$ cat config.mk
export PLATFORM = sky130hd
export DESIGN_NAME = scaled_decimal_compare
export DESIGN_NICKNAME = d
export VERILOG_FILES = /design/src/rtl/sdc_pkg.sv /design/src/rtl/sdc_scaler.sv /design/src/rtl/sdc_limb_cmp.sv /design/src/rtl/scaled_decimal_compare.sv
export SDC_FILE = /design/constraint.sdc
export NUM_CORES = 2
export LEC_CHECK = 0
export ABC_AREA = 1
export BUFFER_PORTS_ARGS = -buffer_cell sky130_fd_sc_hd__buf_4
export CORE_MARGIN = 2
export CORE_UTILIZATION = 30
export DETAILED_ROUTE_END_ITERATION = 16
export SLEW_MARGIN = 20
export SYNTH_ARGS = -nofsm -noshare
export SYNTH_HDL_FRONTEND = slang
export SYNTH_SLANG_ARGS = --single-unit
$ cat constraint.sdc
create_clock -name clk -period 16.3 [get_ports clk]
set_input_delay 1.63 -clock clk [delete_from_list [all_inputs] [get_ports clk]]
set_output_delay 1.63 -clock clk [all_outputs]
set_load 0.005 [all_outputs]
$ cat src/rtl/sdc_pkg.sv
// ----------------------------------------------------------------------------
// sdc_pkg
// Shared types, constants and helpers for the scaled decimal comparator.
// ----------------------------------------------------------------------------
package sdc_pkg;

    localparam int MANT_BITS = 96;
    localparam int MAX_SCALE = 28;
    localparam int SCALE_W   = 5;

    localparam int IN_W      = 96;
    localparam int WORK_W    = 192;
    localparam int LIMB_W    = 32;
    localparam int LIMBS     = WORK_W / LIMB_W;
    localparam int CNT_W     = $clog2(LIMBS);

    // largest power of ten applied in one pass over the limbs
    localparam int CHUNK_MAX = 9;
    localparam int CHUNK_W   = 4;
    localparam int FAC_W     = 30;
    localparam int PROD_W    = LIMB_W + FAC_W;

    localparam logic [IN_W-1:0] MANT_MASK = (IN_W'(1) << MANT_BITS) - IN_W'(1);

    localparam logic signed [1:0] ORD_LT = 2'sb11;
    localparam logic signed [1:0] ORD_EQ = 2'sb00;
    localparam logic signed [1:0] ORD_GT = 2'sb01;

    typedef enum logic [2:0] {
        S_IDLE,
        S_SCALE,
        S_CMP,
        S_FIN,
        S_HOLD
    } sdc_state_t;

    typedef struct packed {
        logic load;
        logic step;
        logic first;
    } sdc_ctl_t;

    typedef logic [LIMBS-1:0][LIMB_W-1:0] sdc_word_t;

    function automatic logic [FAC_W-1:0] pow10(input logic [CHUNK_W-1:0] k);
        logic [FAC_W-1:0] r;
        case (k)
            4'd0:    r = 30'd1;
            4'd1:    r = 30'd10;
            4'd2:    r = 30'd100;
            4'd3:    r = 30'd1000;
            4'd4:    r = 30'd10000;
            4'd5:    r = 30'd100000;
            4'd6:    r = 30'd1000000;
            4'd7:    r = 30'd10000000;
            4'd8:    r = 30'd100000000;
            4'd9:    r = 30'd1000000000;
            default: r = 30'd1;
        endcase
        return r;
    endfunction

    function automatic logic [CHUNK_W-1:0] chunk(input logic [SCALE_W-1:0] d);
        logic [CHUNK_W-1:0] r;
        if (d > SCALE_W'(CHUNK_MAX))
            r = CHUNK_W'(CHUNK_MAX);
        else
            r = CHUNK_W'(d);
        return r;
    endfunction

    function automatic logic signed [1:0] ord_neg(input logic signed [1:0] o);
        logic signed [1:0] r;
        case (o)
            ORD_LT:  r = ORD_GT;
            ORD_GT:  r = ORD_LT;
            default: r = ORD_EQ;
        endcase
        return r;
    endfunction

endpackage

$ cat src/rtl/sdc_scaler.sv
// ----------------------------------------------------------------------------
// sdc_scaler
// Limb-serial multiplier: scales a 192-bit mantissa by a small power of ten,
// one 32-bit limb per cycle while ctl.step is set, low limb first, rotating through a shift register.
// ----------------------------------------------------------------------------
module sdc_scaler (
    input  logic                            clk,
    input  sdc_pkg::sdc_ctl_t               ctl,
    input  logic [sdc_pkg::WORK_W-1:0]      load_value,
    input  logic [sdc_pkg::FAC_W-1:0]       factor,
    output logic [sdc_pkg::LIMB_W-1:0]      low_limb
);

    sdc_pkg::sdc_word_t                 sr_reg;
    sdc_pkg::sdc_word_t                 sr_next;
    logic [sdc_pkg::FAC_W-1:0]          carry_reg;
    logic [sdc_pkg::FAC_W-1:0]          carry_next;
    logic [sdc_pkg::FAC_W-1:0]          carry_in;
    logic [sdc_pkg::PROD_W-1:0]         t;

    assign carry_in = ctl.first ? '0 : carry_reg;
    assign t        = sdc_pkg::PROD_W'(sr_reg[0]) * sdc_pkg::PROD_W'(factor)
                    + sdc_pkg::PROD_W'(carry_in);
    assign low_limb = sr_reg[0];

    always_comb
    begin
        sr_next    = sr_reg;
        carry_next = carry_reg;
        if (ctl.load)
        begin
            sr_next = load_value;
        end
        else if (ctl.step)
        begin
            // advance: product limb enters at the top
            sr_next    = {t[sdc_pkg::LIMB_W-1:0], sr_reg[sdc_pkg::LIMBS-1:1]};
            carry_next = t[sdc_pkg::PROD_W-1:sdc_pkg::LIMB_W];
        end
    end

    always_ff @(posedge clk)
    begin
        sr_reg    <= sr_next;
        carry_reg <= carry_next;
    end

endmodule

$ cat src/rtl/sdc_limb_cmp.sv
// ----------------------------------------------------------------------------
// sdc_limb_cmp
// Limb-serial magnitude comparator: holds the reference mantissa in a rotating
// shift register and orders it against the scaled limbs, low limb first.
// ----------------------------------------------------------------------------
module sdc_limb_cmp (
    input  logic                            clk,
    input  logic                            rst_n,
    input  sdc_pkg::sdc_ctl_t               ctl,
    input  logic [sdc_pkg::WORK_W-1:0]      load_value,
    input  logic [sdc_pkg::LIMB_W-1:0]      x_limb,
    output logic signed [1:0]               mag
);

    sdc_pkg::sdc_word_t     ref_reg;
    sdc_pkg::sdc_word_t     ref_next;
    logic signed [1:0]      mag_reg;
    logic signed [1:0]      mag_next;
    logic signed [1:0]      base;

    assign mag = mag_reg;

    always_comb
    begin
        ref_next = ref_reg;
        mag_next = mag_reg;
        base     = ctl.first ? sdc_pkg::ORD_EQ : mag_reg;
        if (ctl.load)
        begin
            ref_next = load_value;
        end
        else if (ctl.step)
        begin
            ref_next = {ref_reg[0], ref_reg[sdc_pkg::LIMBS-1:1]};
            // higher limbs come later and override
            if (x_limb > ref_reg[0])
                mag_next = sdc_pkg::ORD_GT;
            else if (x_limb < ref_reg[0])
                mag_next = sdc_pkg::ORD_LT;
            else
                mag_next = base;
        end
    end

    always_ff @(posedge clk)
    begin
        ref_reg <= ref_next;
    end

    always_ff @(posedge clk or negedge rst_n)
    begin
        if (!rst_n)
            mag_reg <= sdc_pkg::ORD_EQ;
        else
            mag_reg <= mag_next;
    end

endmodule

$ cat src/rtl/scaled_decimal_compare.sv
// ----------------------------------------------------------------------------
// scaled_decimal_compare
// Orders two scaled decimals (96-bit mantissa, scale 0..28, sign) as -1/0/+1.
// ----------------------------------------------------------------------------
// One request at a time. With d the difference of the two (saturated) scales,
// a request makes ceil(d/9) scaling passes through a single 32x30-bit limb
// multiplier that applies up to 10^9 per pass over the six 32-bit limbs of the
// 192-bit working value, then a limb-serial compare (S_CMP), a sign fix-up
// (S_FIN) and S_HOLD, which waits for a free output register. Requests where
// both mantissas are zero or the signs differ go straight to S_HOLD. A finished
// result waits in the output register while the next request is taken.
module scaled_decimal_compare (
    input  logic                                clk,
    input  logic                                rst_n,
    input  logic                                in_valid,
    output logic                                in_ready,
    input  logic [63:0]                         a_mant_low,
    input  logic [31:0]                         a_mant_high,
    input  logic [sdc_pkg::SCALE_W-1:0]         a_scale,
    input  logic                                a_negative,
    input  logic [63:0]                         b_mant_low,
    input  logic [31:0]                         b_mant_high,
    input  logic [sdc_pkg::SCALE_W-1:0]         b_scale,
    input  logic                                b_negative,
    output logic                                out_valid,
    input  logic                                out_ready,
    output logic signed [1:0]                   order
);

    sdc_pkg::sdc_state_t                state_reg;
    sdc_pkg::sdc_state_t                state_next;
    logic [sdc_pkg::CNT_W-1:0]          cnt_reg;
    logic [sdc_pkg::CNT_W-1:0]          cnt_next;
    logic [sdc_pkg::SCALE_W-1:0]        diff_reg;
    logic [sdc_pkg::SCALE_W-1:0]        diff_next;
    logic [sdc_pkg::FAC_W-1:0]          fac_reg;
    logic [sdc_pkg::FAC_W-1:0]          fac_next;
    logic                               swap_reg;
    logic                               swap_next;
    logic                               neg_reg;
    logic                               neg_next;
    logic signed [1:0]                  res_reg;
    logic signed [1:0]                  res_next;
    logic                               out_valid_reg;
    logic                               out_valid_next;
    logic signed [1:0]                  order_reg;
    logic signed [1:0]                  order_next;

    logic [sdc_pkg::IN_W-1:0]           a_m;
    logic [sdc_pkg::IN_W-1:0]           b_m;
    logic [sdc_pkg::SCALE_W-1:0]        sa;
    logic [sdc_pkg::SCALE_W-1:0]        sb;
    logic                               swap_in;
    logic [sdc_pkg::SCALE_W-1:0]        diff_in;
    logic                               out_load;
    logic                               last_limb;
    sdc_pkg::sdc_ctl_t                  sc_ctl;
    sdc_pkg::sdc_ctl_t                  cmp_ctl;
    logic [sdc_pkg::LIMB_W-1:0]         x_limb;
    logic signed [1:0]                  mag;

    assign a_m = {a_mant_high, a_mant_low} & sdc_pkg::MANT_MASK;
    assign b_m = {b_mant_high, b_mant_low} & sdc_pkg::MANT_MASK;
    assign sa  = (a_scale > sdc_pkg::SCALE_W'(sdc_pkg::MAX_SCALE))
               ? sdc_pkg::SCALE_W'(sdc_pkg::MAX_SCALE) : a_scale;
    assign sb  = (b_scale > sdc_pkg::SCALE_W'(sdc_pkg::MAX_SCALE))
               ? sdc_pkg::SCALE_W'(sdc_pkg::MAX_SCALE) : b_scale;
    assign swap_in   = sa > sb;
    assign diff_in   = swap_in ? (sa - sb) : (sb - sa);
    assign last_limb = cnt_reg == sdc_pkg::CNT_W'(sdc_pkg::LIMBS - 1);

    assign out_valid = out_valid_reg;
    assign order     = order_reg;

    sdc_scaler u_scaler (
        .clk        (clk),
        .ctl        (sc_ctl),
        .load_value (sdc_pkg::WORK_W'(swap_in ? b_m : a_m)),
        .factor     (fac_reg),
        .low_limb   (x_limb)
    );

    sdc_limb_cmp u_cmp (
        .clk        (clk),
        .rst_n      (rst_n),
        .ctl        (cmp_ctl),
        .load_value (sdc_pkg::WORK_W'(swap_in ? a_m : b_m)),
        .x_limb     (x_limb),
        .mag        (mag)
    );

    always_comb
    begin
        state_next = state_reg;
        cnt_next   = cnt_reg;
        diff_next  = diff_reg;
        fac_next   = fac_reg;
        swap_next  = swap_reg;
        neg_next   = neg_reg;
        res_next   = res_reg;
        in_ready   = 1'b0;
        out_load   = 1'b0;
        sc_ctl     = '0;
        cmp_ctl    = '0;
        case (state_reg)
            sdc_pkg::S_IDLE:
            begin
                in_ready = 1'b1;
                if (in_valid)
                begin
                    sc_ctl.load  = 1'b1;
                    cmp_ctl.load = 1'b1;
                    swap_next    = swap_in;
                    neg_next     = a_negative;
                    cnt_next     = '0;
                    if (a_m == '0 && b_m == '0)
                    begin
                        res_next   = sdc_pkg::ORD_EQ;
                        state_next = sdc_pkg::S_HOLD;
                    end
                    else if (a_negative != b_negative)
                    begin
                        res_next   = a_negative ? sdc_pkg::ORD_LT : sdc_pkg::ORD_GT;
                        state_next = sdc_pkg::S_HOLD;
                    end
                    else if (diff_in == '0)
                    begin
                        fac_next   = sdc_pkg::pow10('0);
                        state_next = sdc_pkg::S_CMP;
                    end
                    else
                    begin
                        fac_next   = sdc_pkg::pow10(sdc_pkg::chunk(diff_in));
                        diff_next  = diff_in - sdc_pkg::SCALE_W'(sdc_pkg::chunk(diff_in));
                        state_next = sdc_pkg::S_SCALE;
                    end
                end
            end
            sdc_pkg::S_SCALE:
            begin
                sc_ctl.step  = 1'b1;
                sc_ctl.first = cnt_reg == '0;
                if (last_limb)
                begin
                    cnt_next = '0;
                    if (diff_reg == '0)
                    begin
                        fac_next   = sdc_pkg::pow10('0);
                        state_next = sdc_pkg::S_CMP;
                    end
                    else
                    begin
                        fac_next  = sdc_pkg::pow10(sdc_pkg::chunk(diff_reg));
                        diff_next = diff_reg - sdc_pkg::SCALE_W'(sdc_pkg::chunk(diff_reg));
                    end
                end
                else
                begin
                    cnt_next = cnt_reg + 1'b1;
                end
            end
            sdc_pkg::S_CMP:
            begin
                sc_ctl.step   = 1'b1;
                sc_ctl.first  = cnt_reg == '0;
                cmp_ctl.step  = 1'b1;
                cmp_ctl.first = cnt_reg == '0;
                if (last_limb)
                begin
                    cnt_next   = '0;
                    state_next = sdc_pkg::S_FIN;
                end
                else
                begin
                    cnt_next = cnt_reg + 1'b1;
                end
            end
            sdc_pkg::S_FIN:
            begin
                // flip once for swapped operands, once for two negatives
                res_next   = (swap_reg ^ neg_reg) ? sdc_pkg::ord_neg(mag) : mag;
                state_next = sdc_pkg::S_HOLD;
            end
            sdc_pkg::S_HOLD:
            begin
                if (!out_valid_reg || out_ready)
                begin
                    out_load   = 1'b1;
                    state_next = sdc_pkg::S_IDLE;
                end
            end
            default:
            begin
                state_next = sdc_pkg::S_IDLE;
            end
        endcase
    end

    always_comb
    begin
        out_valid_next = out_valid_reg;
        order_next     = order_reg;
        if (out_load)
        begin
            out_valid_next = 1'b1;
            order_next     = res_reg;
        end
        else if (out_ready)
        begin
            out_valid_next = 1'b0;
        end
    end

    always_ff @(posedge clk or negedge rst_n)
    begin
        if (!rst_n)
        begin
            state_reg     <= sdc_pkg::S_IDLE;
            cnt_reg       <= '0;
            diff_reg      <= '0;
            out_valid_reg <= 1'b0;
        end
        else
        begin
            state_reg     <= state_next;
            cnt_reg       <= cnt_next;
            diff_reg      <= diff_next;
            out_valid_reg <= out_valid_next;
        end
    end

    always_ff @(posedge clk)
    begin
        fac_reg   <= fac_next;
        swap_reg  <= swap_next;
        neg_reg   <= neg_next;
        res_reg   <= res_next;
        order_reg <= order_next;
    end

`ifndef SYNTHESIS
    a_accept_leaves_idle: assert property (@(posedge clk) disable iff (!rst_n)
        (in_valid && in_ready) |=> state_reg != sdc_pkg::S_IDLE)
        else $error("request accepted but sequencer stayed idle");

    a_order_code: assert property (@(posedge clk) disable iff (!rst_n)
        out_valid |-> order != 2'sb10)
        else $error("result code outside -1..1");

    a_limb_count: assert property (@(posedge clk) disable iff (!rst_n)
        cnt_reg <= sdc_pkg::CNT_W'(sdc_pkg::LIMBS - 1))
        else $error("limb counter beyond last limb");

    a_cmp_to_fin: assert property (@(posedge clk) disable iff (!rst_n)
        (state_reg == sdc_pkg::S_CMP && last_limb) |=> state_reg == sdc_pkg::S_FIN)
        else $error("compare pass did not finish after the last limb");
`endif

endmodule
==> reports/qor.yml <==
wl_per_cell_um: 20.59
crit_path_end_kind: "register"
largest_reg_flops: 192
synth_top_cell_by_area: "fa_1"
cts_tree: "yes"
synth_compound_area_frac: 0.07421
cp_common_cell: "fa_1"
yosysWarnings: 0
synth_top_area_frac: 0.3054
drv_slew: 0
worst_path_largest_cell_delay_ns: 0.56
syn-num-nets: 7846
finalHoldViolCount: 0
cts_root_buffer: "clkbuf_16"
cts.repair.resized: 0
synth_area_leaders: "fa_1 (31%), edfxtp_1 (24%), inv_1 (11%), nand2_1 (10%), ha_1 (7.6%)"
wl_met2_um: 85440
htree_levels: 2
worstPathArrival_ns: 8.47
syn_avg_cell_area_um2: 8.458
dieWidth_um: 431.1
cp.required_ns: 16.68
critPathMaxFanout: 32
netlist_instances: 6471
highest_layer: "met4"
clock_skew_ns: 0.04520
synth_xor_area_frac: 0.009922
crit_type: "register to register"
reg2reg_from: "state_reg[0]"
cp_slowest_cell: "fa_1"
synthesis.area_um2: 54730
path_clk_slew_ns: 0.06
synth.area.mux_share: 0.0001829
status: "finished clean"
die_h_um: 431.1
drc_errors: 0
synthSimpleGateAreaFrac: 0.1495
nFillCells: 18660
seq_area_um2: 13650
grt_pass1_wl_um: 279000
startpoint_type: "register"
crit_path_start: "state_reg[0]"
max-slew-margin-rel: 0.2756
gp_congestion: 0.9823
worst_pin_slew_ns: 1.087
wl_met3_um: 14120
firstDrtPassIters: 6
drv_cap: 0
vias: 42790
layout-drive-gt1-share: 0.06111
grt_start_max_net_pins: 153
post-dp-hpwl_um: 147500
synthAdderAreaFrac: 0.3813
seq_area_frac_synth: 0.2495
synth_top_family_by_area: "adder cells"
area_growth_pct: 10.54
cts_setup_buffers: 0
layout_worst_path_cycle_share: 0.4963
drt_iter0_drc: 4199
routed_wl_um: 184400
vias_per_cell: 4.778
synthArstFlopShare: 0.03063
rsz0062_at_grt: "false"
postRouteAntennaNets: 0
fmax_ghz: 0.1236
hold_buffers: 0
fp.coreArea_um2: 180900
cts.sinks: 457
fin_crit_ns: 8.090
cts_buffer_depth: 3
numCtsBuffers: 51
setup_tns_ns: 0
grt_pass1_vias: 43680
min_path_type: "register to register"
setup_viol: 0
clk_latency_ns: 0.65
grt.total_usage: 0.1991
antenna_found_initial: 11
min_from: "res_reg[1]"
io_pins: 212
wl_met1_um: 77590
rows: 156
io_buffers: 211
synth-edff-count: 443
grt_overflow: 0
ys_seq_elements: 457
fp.dieArea_um2: 185900
initial_core_util: 0.3025
ys_dominant_reg_cell: "edfxtp_1"
multi_input_area_um2: 33690
finalNetCount: 7911
netlist-cell-type-count: 58
metal layers:
metal | vias to the layer above | track usage
li1 | 19480 | -
met1 | 21220 | 0.2724
met2 | 1791 | 0.3218
met3 | 297 | 0.02833
met4 | 0 | 0.06908
met5 | - | 0
synthesized netlist by cell type, types with 4 or more instances:
| cell type | n |
|---|---|
| xor2_1 | 53 |
| a21boi_0 | 4 |
| edfxtp_1 | 443 |
| nor2_1 | 455 |
| o21bai_1 | 31 |
| nand3_1 | 79 |
| nand2_1 | 1467 |
| o22ai_1 | 9 |
| and3_1 | 5 |
| nor3_1 | 21 |
| nand2_2 | 7 |
| o21ai_0 | 254 |
| a21oi_1 | 156 |
| fa_1 | 835 |
| a21o_1 | 12 |
| nor4_1 | 6 |
| inv_2 | 13 |
| o21ai_1 | 234 |
| nand2_4 | 4 |
| a31oi_1 | 21 |
| buf_2 | 54 |
| ha_1 | 332 |
| buf_1 | 10 |
| clkbuf_1 | 198 |
| xnor2_1 | 9 |
| nand4_1 | 21 |
| inv_1 | 1664 |
| o211ai_1 | 13 |
| dfrtp_1 | 14 |
path summary, 6_finish.rpt:
path	end	slack, ns	cells past startpoint
min reg2reg	order[1]	0.43	0
max in group asynchronous	diff_reg[3]	15.29	1
max reg2reg	u_scaler.carry_reg[20]	8.21	29
min	order[1]	0.43	0
max	u_scaler.carry_reg[20]	8.21	29
min in group asynchronous	diff_reg[0]	0.83	1
layout make-up:
class / count / area share
antenna: 7 / 0.0002895
clock buffer: 60 / 0.02165
clock inverter: 35 / 0.007279
inverter: 1677 / 0.1043
multi-input combinational: 4069 / 0.5568
sequential: 457 / 0.2257
tap: 2370 / 0.04901
timing repair buffer: 280 / 0.03495
metrics by stage:
step                  util  area (um^2)  setup slack [ns]  hold slack (ns)  std cells
finish              0.3344        60500             8.210           0.4316       8955
global route        0.3344        60500             7.834           0.4326       8955
CTS                 0.3343        60480             8.173           0.4316       8948
detailed placement  0.3246        58730             8.245           0.4172       8853
global placement    0.3246        58730             8.222           0.4008       8853
floorplan                -        54730             9.086           0.4003       6471
worst max-delay path: cells and delay by family (launching register included):
kind	cells	cell delay (ns)
compound gates	6	1.54
xor+xnor	1	0.15
fa+ha+maj	7	3.37
buf+inv	10	1.68
flops	1	0.46
simple gates	5	0.59
cells in the final DEF (no fill, tap or decap), types with 14 or more instances in the layout:
cell / instances
dfrtp_1: 14
inv_1: 1663
xor2_1: 53
edfxtp_1: 443
clkbuf_16: 51
nor2_1: 455
a31oi_1: 21
fa_1: 835
o21ai_0: 254
nand4_1: 21
o21ai_1: 234
buf_4: 279
o21bai_1: 31
nor3_1: 21
nand3_1: 79
nand2_1: 1466
ha_1: 332
a21oi_1: 155
cell families after synthesis:
logic type               after synthesis
multiplexers                           1
flip-flops                           457
AND/OR/NAND/NOR                     2084
adder cells (fa/ha/maj)             1167
AO/OA/AOI/OAI                        755
buffers and inverters               1945
XOR/XNOR                              62
Power is not shown: default switching activity piles up to over one toggle a cycle in this logic, so the estimate is an artifact.
